### src/sv/gsf_pkg.sv
package gsf_pkg;

    localparam int PIX_W       = 64;
    localparam int FETCH_BYTES = 9;
    localparam int FETCH_BITS  = FETCH_BYTES * 8;
    localparam int Q_DEPTH     = 2;

    localparam logic [1:0] MODE_LOAD_OFF = 2'd0;
    localparam logic [1:0] MODE_LOAD_BMP = 2'd1;
    localparam logic [1:0] MODE_RENDER   = 2'd2;

    localparam logic [1:0] CFG_FIRST_CHAR = 2'd0;
    localparam logic [1:0] CFG_LAST_CHAR  = 2'd1;
    localparam logic [1:0] CFG_LINE_BYTES = 2'd2;

    localparam logic [1:0] ST_OK      = 2'd0;
    localparam logic [1:0] ST_ABSENT  = 2'd1;
    localparam logic [1:0] ST_OUTSIDE = 2'd2;
    localparam logic [1:0] ST_CLAMPED = 2'd3;

    typedef enum logic [1:0] {
        K_WR_OFF = 2'd0,
        K_WR_BMP = 2'd1,
        K_REPORT = 2'd2,
        K_RENDER = 2'd3
    } kind_t;

    typedef struct packed {
        logic [1:0]  mode;
        logic [11:0] load_index;
        logic [15:0] load_value;
        logic [15:0] char_code;
        logic [7:0]  row;
    } req_t;

    typedef struct packed {
        logic [63:0] pixels;
        logic [6:0]  width;
        logic [1:0]  status;
    } result_t;

    // one classified request between front and back
    typedef struct packed {
        kind_t       kind;
        logic [1:0]  status;
        logic [15:0] index;
        logic [15:0] value;
        logic [19:0] prod;
    } cmd_t;

endpackage

### src/sv/gsf_queue.sv
module gsf_queue (
    input  logic          clk,
    input  logic          rst_n,
    input  logic          push,
    input  gsf_pkg::cmd_t din,
    input  logic          pop,
    output gsf_pkg::cmd_t dout,
    output logic          full,
    output logic          empty
);

    localparam int AW = $clog2(gsf_pkg::Q_DEPTH);

    gsf_pkg::cmd_t  slot_reg [gsf_pkg::Q_DEPTH];
    logic [AW-1:0]  wr_ptr_reg;
    logic [AW-1:0]  rd_ptr_reg;
    logic [AW:0]    count_reg;

    assign full  = count_reg == (AW+1)'(gsf_pkg::Q_DEPTH);
    assign empty = count_reg == '0;
    assign dout  = slot_reg[rd_ptr_reg];

    always_ff @(posedge clk)
    begin
        if (push)
        begin
            slot_reg[wr_ptr_reg] <= din;
        end
    end

    always_ff @(posedge clk or negedge rst_n)
    begin
        if (!rst_n)
        begin
            wr_ptr_reg <= '0;
            rd_ptr_reg <= '0;
            count_reg  <= '0;
        end
        else
        begin
            if (push)
            begin
                wr_ptr_reg <= (wr_ptr_reg == AW'(gsf_pkg::Q_DEPTH - 1)) ? '0 : wr_ptr_reg + 1'b1;
            end
            if (pop)
            begin
                rd_ptr_reg <= (rd_ptr_reg == AW'(gsf_pkg::Q_DEPTH - 1)) ? '0 : rd_ptr_reg + 1'b1;
            end
            if (push && !pop)
            begin
                count_reg <= count_reg + 1'b1;
            end
            else if (pop && !push)
            begin
                count_reg <= count_reg - 1'b1;
            end
        end
    end

endmodule

### config.mk
export PLATFORM = sky130hd
export DESIGN_NAME = gsf_queue
export DESIGN_NICKNAME = d
export VERILOG_FILES = /design/src/sv/gsf_pkg.sv /design/src/sv/gsf_queue.sv
export SDC_FILE = /design/constraint.sdc
export NUM_CORES = 1
export LEC_CHECK = 0
export BUFFER_PORTS_ARGS = -buffer_cell sky130_fd_sc_hd__buf_2
export CORE_ASPECT_RATIO = 1.25
export CORE_UTILIZATION = 50
export DETAILED_ROUTE_END_ITERATION = 8
export PLACE_DENSITY = 0.87
export RECOVER_POWER = 50
export SYNTH_ARGS = -nofsm -noshare
export SYNTH_HDL_FRONTEND = slang
export SYNTH_SLANG_ARGS = --single-unit
### constraint.sdc
create_clock -name clk -period 10.4 [get_ports clk]
set_input_delay 0.52 -clock clk [delete_from_list [all_inputs] [get_ports clk]]
set_output_delay 0.52 -clock clk [all_outputs]
set_load 0.01 [all_outputs]
### After elaboration in Yosys (flattened, before gate mapping)

Memories as Yosys holds them, arrays and structs flattened.
Index checks and enable logic that the tools add are counted.

| cells by class | value |
|---|---|
| multiplexer cells | 6 |
| equal/unequal tests | 1 |
| $add $sub $neg | 4 |
| reductions and logical operators | 6 |

Operators with widths:

| kind | count |
|---|---|
| $mux W1 | 4 |
| $mux W2 | 2 |
| $add A1 B1 Y1 const B | 2 |
| $add A2 B1 Y2 const B | 1 |
| $eq A2 B2 Y1 const B | 1 |
| $logic_and A1 B1 Y1 | 2 |
| $logic_not A1 Y1 | 2 |
| $logic_not A2 Y1 | 1 |
| $reduce_bool A2 Y1 | 1 |
| $sub A2 B1 Y2 const B | 1 |

| storage, ports and cells | value |
|---|---|
| flip-flop bits (word level) | 4 |
| logic and storage cells | 21 |
| input port bits | 60 |
| bits in writable memories | 112 |
| memories kept | 1 |
| output and inout port bits | 58 |

Memory list:

| memory | depth | bits a word | rd ports | clocked after Yosys merged registers in | write ports | line | source |
|---|---|---|---|---|---|---|---|
| slot_reg | 2 | 56 | 1 | 0 | 1 | gsf_queue.sv:14 | `gsf_pkg::cmd_t slot_reg [gsf_pkg::Q_DEPTH];` |

### Logic depth before layout (Yosys ltp)

| logic depth | value |
|---|---|
| word-level depth | 4 |
| gate-level depth with buffers | 5 |
| depth with buffers taken out | 5 |

### Worst setup path before layout

Ideal clock, no wire load.

| path | value |
|---|---|
| path kind | input port to flip-flop |
| from | input port push |
| to | memory slot_reg[0][0] (netlist name), enable pin |
| stages on the path | 1 |
| setup slack | 6.931 ns |
| setup time | 0.477 ns |
| arrival time | 2.993 ns |
| cell sequence | nor2b_1 |

| between the ends | value |
|---|---|
| cells in the longest elaborated chain, start to end | 2 |

RTL lines:

| what | line | source |
|---|---|---|
| start: declaration | gsf_queue.sv:4 | `input logic push,` |
| $mux W1 | gsf_queue.sv:25 | `if (push)` |
| $mux W1 (not written as such) | gsf_queue.sv:27 | `slot_reg[wr_ptr_reg] <= din;` |
| end: declaration | gsf_queue.sv:14 |  |

No other way between the ends.

==> flow_metrics.tcl <==
set metrics [dict create \
    outcome "finished, violations left" \
    failed_checks "max-capacitance violations, max-slew violations" \
    rows 37 \
    h-tree-depth 4 \
    timing.reg2reg.setup_slack_ps 7710 \
    critPathMaxFanout 57 \
    fin_skew_ps 6.67 \
    hpwl_um 4540 \
    drv_slew 85 \
    fin_crit_sh_pct 37.9 \
    cpLargestDelayFamily "flip-flops" \
    finalSetupViolCount 0 \
    final_hold_viol_count 0 \
    fmax_mhz 254 \
    dieWidth_um 85.4 \
    synth_warnings 0 \
    layout_common_cells "112 x edfxtp_1, 92 x buf_2, 30 x mux2_4, 27 x clkbuf_1, 26 x mux2_2" \
    area_growth_pct 27.9 \
    port_buffers 117 \
    cts_resized 0 \
    final_cells 433 \
    largest_reg_flops 112 \
    syn_inst 190 \
    die_y_um 106 \
    synth_top_family_by_area "multiplexers" \
    worstHoldEndpoint "slot_reg[1][32]" \
    clk_path_buf_depth 2 \
    numCtsBuffers 17 \
    worstSetupPathType "reg -> out" \
    wl_um 7080 \
    leakage_nw 2.18 \
    critical_path_arrival_ps 3420 \
    final_nets 384 \
    layout-drive-gt1-share_pct 53.6 \
    min_period_ps 3940 \
    coreArea_um2 8330 \
    yosysSeqAreaShare_pct 79.7 \
    grt_max_degree 58 \
    r2r_start "wr_ptr_reg" \
    synthesis.nets 251 \
    antenna_left 0 \
    firstDrtPassIters 4 \
    fin_util_pct 66.7 \
    avgRoutedWirePerCell_um 16.4 \
    fin_hold_ws_ps 194 \
    rsz0062_at_grt "no" \
    max_slew_margin_pct -86.8 \
    dieArea_um2 9080 \
    end_kind "primary output" \
    synth-seq-cells 116 \
    synth_mux_area_share_pct 17.1 \
    tightest_slew_ps 2800 \
    holdPathStages 1 \
    pin_count 118 \
    cp_num_buf_inv 1 \
    critPathRequiredTime_ps 9880 \
    slowest_delay_ps 2230 \
    postSynthAreaPerCell_um2 22.9 \
    globalRouteTotalUtil_pct 16.6 \
    dp_cells 400 \
    insertedDiodeCount 0 \
    layout_commonest_cell "edfxtp_1" \
    cp-start-kind "register" \
    ir_worst_vdd_mv 0.297 \
    p_per_area_nw_per_um2 293 \
    drtIter0Drc 73 \
    crit_chain "mux2_2 -> buf_2" \
    synth-simple-area-share_pct 0.604 \
    r2r_end "slot_reg[1][53]" \
    placed_area_um2 5030 \
    cts_root_buf "clkbuf_8" \
    place_congestion 0.703 \
    yosys.cell_types.count 13 \
    reg2regPathDepth 2 \
    routed_via_density 5.03 \
    design_area_um2 5560 \
    path_clk_slew_ps 60 \
    yosys.area_share.adder_pct 0.288 \
    synth_xor_area_share_pct 1.01 \
    first_global_vias 2246 \
    cp_slowest_cell "dfrtp_1" \
    clock_sinks 116 \
    vias 2180 \
    synth-compound-area-share_pct 0 \
    tns_ps 0 \
    antenna_found_initial 0 \
    hp-start "din[32]" \
    hp-class "in -> reg" \
    grt_pass1_wl_um 10500 \
    clock_latency_ps 510 \
    netlist_area_um2 4350 \
    overflow 0 \
    route.detailed.drc 0 \
    cts_tree "done" \
    initial_core_util_pct 52.2 \
    drv_cap 2 \
]
[worst register-to-register path, stage by stage, from the launching register on]
cell and delay, ps:
dfrtp_1 430, and2_0 1300, buf_4 590
[worst max-delay path by stage]
stage / start / endpoint / slack, ps / cells past startpoint
2_1_floorplan: push / slot_reg[0][0] / 6930 / 1
3_3_place_gp: push / slot_reg[0][46] / 8250 / 3
3_5_place_dp: push / slot_reg[0][1] / 8190 / 3
4_1_cts: rd_ptr_reg / dout[37] / 7700 / 2
5_1_grt: rd_ptr_reg / dout[40] / 6210 / 2
6_report: rd_ptr_reg / dout[42] / 6460 / 2
[synth_stat cells (all sizes together)]
master | number | share of area [%]
nor2b | 2 | 0.29
xor2 | 4 | 0.81
ha | 1 | 0.29
inv | 1 | 0.086
buf | 6 | 1.3
dfrtp | 4 | 2.3
xnor2 | 1 | 0.20
edfxtp | 112 | 77
nor2 | 2 | 0.17
mux2 | 56 | 17
and2 | 1 | 0.14
[where the power goes]
part / internal (W) / leakage, nW / total, W / switching (W)
clock network: 0.000349 / 0.275 / 0.000533 / 0.000185
registers: 0.000622 / 1.10 / 0.000699 / 0.0000774
logic: 0.000232 / 0.805 / 0.000396 / 0.000164
[per-layer routing]
metal / vias to the layer above / wire (µm) / track usage (%)
li1: 1015 / - / -
met1: 1070 / 2610 / 16.3
met2: 82 / 3850 / 28.2
met3: 13 / 433 / 7.07
met4: 0 / 180 / 10.6
met5: - / 0 / 0
[cell type report]
type / instances / area [µm²]
multi-input cells: 67 / 833
repair buffers: 120 / 579
well taps: 97 / 121
fillers: 587 / 2770
inverters: 1 / 3.75
flip-flops and latches: 116 / 3460
clock inverters: 11 / 109
clock buffers: 21 / 449
[metrics by stage]
step	total power [W]	setup slack (ps)
floorplan	0.000961	6930
global placement	0.00108	8250
detailed placement	0.00109	8190
CTS	0.00163	7700
global route	0.00170	6210
finish	0.00163	6460
[kinds of logic (layout without fill, tap and decap cells)]
kind of cell	Yosys count	count (layout)
flops	116	116
simple gates	5	5
buf+inv	7	153
fa+ha+maj	1	1
xor+xnor	5	5
mux	56	56
[what timing repair did]
item,CTS,global route
hold buffers,1,0
buffers inserted,0,0
endpoints found under the hold margin,4,0
No activity file was read; power rests on OpenSTA's default activity.
