**src/sv/gsf_pkg.sv**
```systemverilog
package gsf_pkg;

    localparam int PIX_W       = 64;
    localparam int FETCH_BYTES = 9;
    localparam int FETCH_BITS  = FETCH_BYTES * 8;
    localparam int Q_DEPTH     = 2;

    localparam logic [1:0] MODE_LOAD_OFF = 2'd0;
    localparam logic [1:0] MODE_LOAD_BMP = 2'd1;
    localparam logic [1:0] MODE_RENDER   = 2'd2;

    localparam logic [1:0] CFG_FIRST_CHAR = 2'd0;
    localparam logic [1:0] CFG_LAST_CHAR  = 2'd1;
    localparam logic [1:0] CFG_LINE_BYTES = 2'd2;

    localparam logic [1:0] ST_OK      = 2'd0;
    localparam logic [1:0] ST_ABSENT  = 2'd1;
    localparam logic [1:0] ST_OUTSIDE = 2'd2;
    localparam logic [1:0] ST_CLAMPED = 2'd3;

    typedef enum logic [1:0] {
        K_WR_OFF = 2'd0,
        K_WR_BMP = 2'd1,
        K_REPORT = 2'd2,
        K_RENDER = 2'd3
    } kind_t;

    typedef struct packed {
        logic [1:0]  mode;
        logic [11:0] load_index;
        logic [15:0] load_value;
        logic [15:0] char_code;
        logic [7:0]  row;
    } req_t;

    typedef struct packed {
        logic [63:0] pixels;
        logic [6:0]  width;
        logic [1:0]  status;
    } result_t;

    // one classified request between front and back
    typedef struct packed {
        kind_t       kind;
        logic [1:0]  status;
        logic [15:0] index;
        logic [15:0] value;
        logic [19:0] prod;
    } cmd_t;

endpackage

```
**src/sv/gsf_front.sv**
```systemverilog
module gsf_front #(
    parameter int OFFSET_ENTRIES = 256,
    parameter int BITMAP_BYTES   = 4096
) (
    input  logic          clk,
    input  logic          rst_n,
    input  logic          cfg_we,
    input  logic [1:0]    cfg_addr,
    input  logic [15:0]   cfg_wdata,
    input  logic          start,
    input  gsf_pkg::req_t req,
    input  logic          full,
    output logic          push,
    output gsf_pkg::cmd_t cmd
);

    logic [15:0] first_char_reg;
    logic [15:0] last_char_reg;
    logic [11:0] line_bytes_reg;
    logic        keep;
    logic [15:0] idx;

    always_ff @(posedge clk or negedge rst_n)
    begin
        if (!rst_n)
        begin
            first_char_reg <= 16'd0;
            last_char_reg  <= 16'd127;
            line_bytes_reg <= 12'd32;
        end
        else if (cfg_we)
        begin
            case (cfg_addr)
                gsf_pkg::CFG_FIRST_CHAR: first_char_reg <= cfg_wdata;
                gsf_pkg::CFG_LAST_CHAR:  last_char_reg  <= cfg_wdata;
                gsf_pkg::CFG_LINE_BYTES: line_bytes_reg <= cfg_wdata[11:0];
                default: ;
            endcase
        end
    end

    assign idx = req.char_code - first_char_reg;

    always_comb
    begin
        keep        = 1'b0;
        cmd.kind    = gsf_pkg::K_REPORT;
        cmd.status  = gsf_pkg::ST_OK;
        cmd.index   = {4'd0, req.load_index};
        cmd.value   = req.load_value;
        cmd.prod    = 20'(req.row) * 20'(line_bytes_reg);
        unique case (req.mode)
            gsf_pkg::MODE_LOAD_OFF:
            begin
                keep     = 32'(req.load_index) < 32'(OFFSET_ENTRIES);
                cmd.kind = gsf_pkg::K_WR_OFF;
            end
            gsf_pkg::MODE_LOAD_BMP:
            begin
                keep     = 32'(req.load_index) < 32'(BITMAP_BYTES);
                cmd.kind = gsf_pkg::K_WR_BMP;
            end
            gsf_pkg::MODE_RENDER:
            begin
                keep = 1'b1;
                if (req.char_code < first_char_reg || req.char_code >= last_char_reg)
                begin
                    cmd.status = gsf_pkg::ST_ABSENT;
                end
                else if (32'(idx) + 32'd1 >= 32'(OFFSET_ENTRIES))
                begin
                    cmd.status = gsf_pkg::ST_OUTSIDE;
                end
                else
                begin
                    cmd.kind  = gsf_pkg::K_RENDER;
                    cmd.index = idx;
                end
            end
            default: keep = 1'b0;
        endcase
    end

    // loads outside the store and unknown modes are dropped here
    assign push = start && !full && keep;

endmodule

```
**config.mk**
```make
export PLATFORM = sky130hd
export DESIGN_NAME = gsf_front
export DESIGN_NICKNAME = d
export VERILOG_FILES = /design/src/sv/gsf_pkg.sv /design/src/sv/gsf_front.sv
export SDC_FILE = /design/constraint.sdc
export NUM_CORES = 1
export LEC_CHECK = 0
export ABC_AREA = 1
export BUFFER_PORTS_ARGS = -buffer_cell sky130_fd_sc_hd__buf_2
export CAP_MARGIN = 5
export CORE_MARGIN = 8
export CORE_UTILIZATION = 40
export CTS_BUF_LIST = sky130_fd_sc_hd__clkbuf_4 sky130_fd_sc_hd__clkbuf_8 sky130_fd_sc_hd__clkbuf_16
export DETAILED_ROUTE_END_ITERATION = 16
export GPL_TIMING_DRIVEN = 0
export SLEW_MARGIN = 0
export SYNTH_ARGS = -nofsm -noshare
export SYNTH_HDL_FRONTEND = slang
export SYNTH_SLANG_ARGS = --single-unit
```
**constraint.sdc**
```tcl
create_clock -name clk -period 14.4 [get_ports clk]
set_clock_uncertainty 0.15 [all_clocks]
set_input_delay 2.88 -clock clk [delete_from_list [all_inputs] [get_ports clk]]
set_output_delay 2.88 -clock clk [all_outputs]
set_load 0.01 [all_outputs]
```
### After elaboration in Yosys (flattened, before gate mapping)

Index checks and enable logic that the tools add are counted.

* word-level logic and storage cells: 33
* input port bits: 77
* register bits: 44
* output and inout bits: 57

* multiplexer cells: 9
* equal/unequal tests: 4
* reduce and logical (&&, ||, !) cells: 10
* multipliers: 1
* order comparisons: 4
* add/subtract/negate cells: 2

Operators by type and width (number)
* two-way mux 16 bit: 2
* multiplier 8 x 12 -> 20 bit: 1
* two-way mux 18 bit: 1
* adder 16 x 1 -> 17 bit, second input constant: 1
* >= comparator 17 x 9 -> 1 bit, second input constant: 1
* >= comparator 16 bit: 1
* < comparator 16 bit: 1
* subtractor 16 bit: 1
* < comparator 12 x 9 -> 1 bit, second input constant: 1
* one-hot mux 2 bit (3 select lines): 1
* AND reduction 2 bit: 3
* == test 2 x 1 -> 1 bit, second input constant: 2
* == test 2 bit, second input constant: 2
* zero test 2 bit: 2
* two-way mux 2 bit: 2
* logical AND 1 bit: 2
* two-way mux 1 bit: 2
* one-hot mux 1 bit (2 select lines): 1
* OR reduction 2 bit: 1
* zero test 1 bit: 1
* logical OR 1 bit: 1

### Logic depth before layout (Yosys ltp)

* word-level depth: 6
* mapped depth: 22
* mapped depth without buffers: 21

### Worst setup path before layout

Ideal clock, no wire load.

* kind: input -> output
* start point: in req[7] (netlist name)
* end point: out cmd[17] (netlist name)
* slack: 4508 ps
* buffers on the path: 1
* required time: 11370 ps
* stages on the path: 21
* data arrival time: 6862 ps
* path through: clkbuf_1 -> nand2_1 -> inv_1 -> fa_1 -> inv_1 -> fa_1 -> inv_1 -> fa_1 -> inv_1 -> fa_1 -> inv_1 -> ha_1 -> nand2_1 -> inv_1 -> nand4_1 -> o211ai_1 -> a21boi_0 -> o21ai_1 -> nand2_1 -> nand2_1 -> xor2_1

RTL lines
* from (decl): line gsf_front.sv:11 `input gsf_pkg::req_t req,`
* to (decl): line gsf_front.sv:14 `output gsf_pkg::cmd_t cmd`

==> results.md <==
* Setup violators final at 0
* Seq/Total Area, Yosys at 0.166
* DP HPWL at 13.6 mm
* Number of hold buffers added after CTS at 0
* Synth area leader: fa_1
* CTS Root Cell: clkbuf_16
* Grt ovf at 0
* WP data arrival at 7600 ps
* First-pass GRT wire length at 27.0 mm
* Area growth syn-to-layout at 15.5%
* Final core utilization at 0.469
* DRC Markers at 0
* Status: complete, no violations
* ANT cells at 0
* Final Hold Viols at 0
* Vias at 5,824
* Drt total wl at 15.6 mm
* Worst-skew pair later-pin latency at 280 ps
* Crit Path Max Fanout at 10
* Synth top area cells: fa_1, nand2_1, ha_1
* Startpoint type of the worst setup path: input pin
* Top-count cell post-synth: nand2_1
* Setup TNS at 0 ps
* Dominant synthesized flop cell: dfrtp_1
* Post-synth top cells: nand2_1, inv_1, ha_1, fa_1, o21ai_0
* Avg Inst Size Synth at 7.01 um2
* Minimum clock period at 10,630 ps
* Synth top area share at 0.183
* Clock sink count at 44
* H-tree depth at 2
* Placed Area at 0.00754 mm2
* Pre-Repair DR Iteration Count at 5
* Unrepaired setup endpoints after global routing: no
* Vias in the first global route at 5,839
* DR WL/cell at 12.0 um
* Post-CTS Setup Repair Bufs at 0
* Core area at 0.0165 mm2
* Via density at 4.49
* Final Max Tran Viols at 0
* CTS tree: yes
* Worst EP required at 11,370 ps
* Worst slew pin tran at 940 ps
* Die ar. at 0.0211 mm2
* Hold Path Class: flop to flop
* EDFF count, synth at 0
* Die H at 145 um
* Slew Limit Headroom at 0.373
* Power Dens Cells at 146 mW/mm2
* Chip width at 145 um
* Synth warn at 0
* Hold depth at 2
* Global placer's final weighted congestion at 0.825
* CTS resizes at 0
* Clk slew on worst S/H paths at 60 ps
* Synth unique cells at 40
* Antenna violations before repair at 0
* Layout cell share with drive strength beyond 1 at 0.168
* Period utilisation layout at 0.738
* Maximum VDD drop at 0.185 mV
* Synth Register Bits at 44
* Lkg Pwr at 0.00476 uW
* Pin count of the biggest net entering global routing at 45
* Fmax at 94.1 MHz
* Initial DRC Count at 199
* Initial Util at 0.406
* Setup CP Type: input pin to primary output
* Gr usage total at 0.149
* Async SR Flop Fraction at 1.00
* Final design area excluding fillers at 0.00772 mm2
* Max Root-Sink Buffers at 2
* Ports at 134
* Mapped Cells at 954
* Worst setup EP type: primary output
* R2R cell count at 3
* Total of max-cap violations at 0
* Inserted Clock Buffers at 5
* Mapped Area at 0.00669 mm2
* PortBufs at 113
* Remaining antenna violation count at 0
* Nets at 1,290
* # rows at 47
[cell type report]
cell class / instances / area [um2]
Fill cell: 1746 / 8740
Timing Repair Buffer: 113 / 566
Inverter: 256 / 961
Multi-Input combinational cell: 607 / 4350
Sequential cell: 44 / 1110
Clock inverter: 1 / 30.0
Buffer: 50 / 278
Clock buffer: 7 / 153
Tap cell: 220 / 275
[where the power goes]
| group | switching [uW] | internal (uW) | total [uW] |
|---|---|---|---|
| combinational | 499 | 337 | 836 |
| clock | 44.0 | 91.2 | 135 |
| sequential | 9.33 | 146 | 155 |
| total | 552 | 574 | 1130 |
[layout by cell type, fill, tap and decap left out, types with 3 or more instances in the layout]
| cell | synthesis | final |
|---|---|---|
| fa_1 | 61 | 61 |
| a21oi_1 | 37 | 37 |
| buf_2 | 0 | 113 |
| clkbuf_16 | 0 | 5 |
| nand4_1 | 7 | 7 |
| clkbuf_1 | 25 | 25 |
| dfstp_2 | 8 | 8 |
| nand3_1 | 22 | 22 |
| o21ai_2 | 7 | 7 |
| a21boi_0 | 3 | 3 |
| nor2_1 | 30 | 30 |
| nor3_1 | 8 | 8 |
| inv_2 | 6 | 6 |
| nand3b_1 | 6 | 6 |
| ha_1 | 75 | 75 |
| o21bai_1 | 3 | 3 |
| nand2_1 | 251 | 251 |
| buf_4 | 20 | 20 |
| dfrtp_1 | 36 | 36 |
| nand2_2 | 9 | 9 |
| conb_1 | 1 | 4 |
| inv_1 | 249 | 249 |
| buf_1 | 3 | 3 |
| xor2_1 | 11 | 11 |
| xnor2_1 | 6 | 6 |
| o21ai_0 | 51 | 51 |
[worst max-delay path, stage by stage]
cell	delay [ps]
buf_2	130
clkbuf_1	480
nand2_1	140
fa_1	430
fa_1	570
fa_1	440
fa_1	540
inv_1	40
ha_1	360
a21oi_1	170
nand2_1	120
nand4_1	90
o211ai_1	140
a21boi_0	380
o21ai_1	210
nand2_1	100
nand2_1	60
xor2_1	140
buf_2	160
[metal layers]
metal	wire length [um]	global-route usage	up-vias
li1	-	-	3051
met1	7280	0.197	2642
met2	7410	0.257	122
met3	831	0.0230	9
met4	106	0.0234	0
met5	0	0	-
[worst paths after layout]
path	startpoint	endpoint	slack [ps]
max in group asynchronous	rst_n	line_bytes_reg[9]	10930
hold / removal	first_char_reg[8]	first_char_reg[8]	330
setup reg to reg	line_bytes_reg[5]	line_bytes_reg[5]	13090
min in group asynchronous	rst_n	last_char_reg[13]	2580
hold reg to reg	first_char_reg[8]	first_char_reg[8]	330
setup / recovery	req[2]	cmd[17]	3770
[through the flow]
stage	std cells	hold WS [ps]	power (uW)	setup WS, ps
after floorplan	957	303	768	4510
after detailed placement	1290	325	1010	3740
after CTS	1298	338	1150	3720
final	1298	333	1130	3770
after global placement	1290	317	1000	3750
after global routing	1298	351	1270	3490
[logic make-up after synthesis]
logic type	count (synthesis)	share of synthesized area
buffers and inverters	306	0.185
adders and majority gates	136	0.323
and+or+nand+nor	341	0.211
AOI/OAI and AO/OA	108	0.0900
DFF	44	0.166
other	1	0.000561
xor gates and xnor gates	18	0.0247
Note: power is estimated with default switching activity, not from simulation.
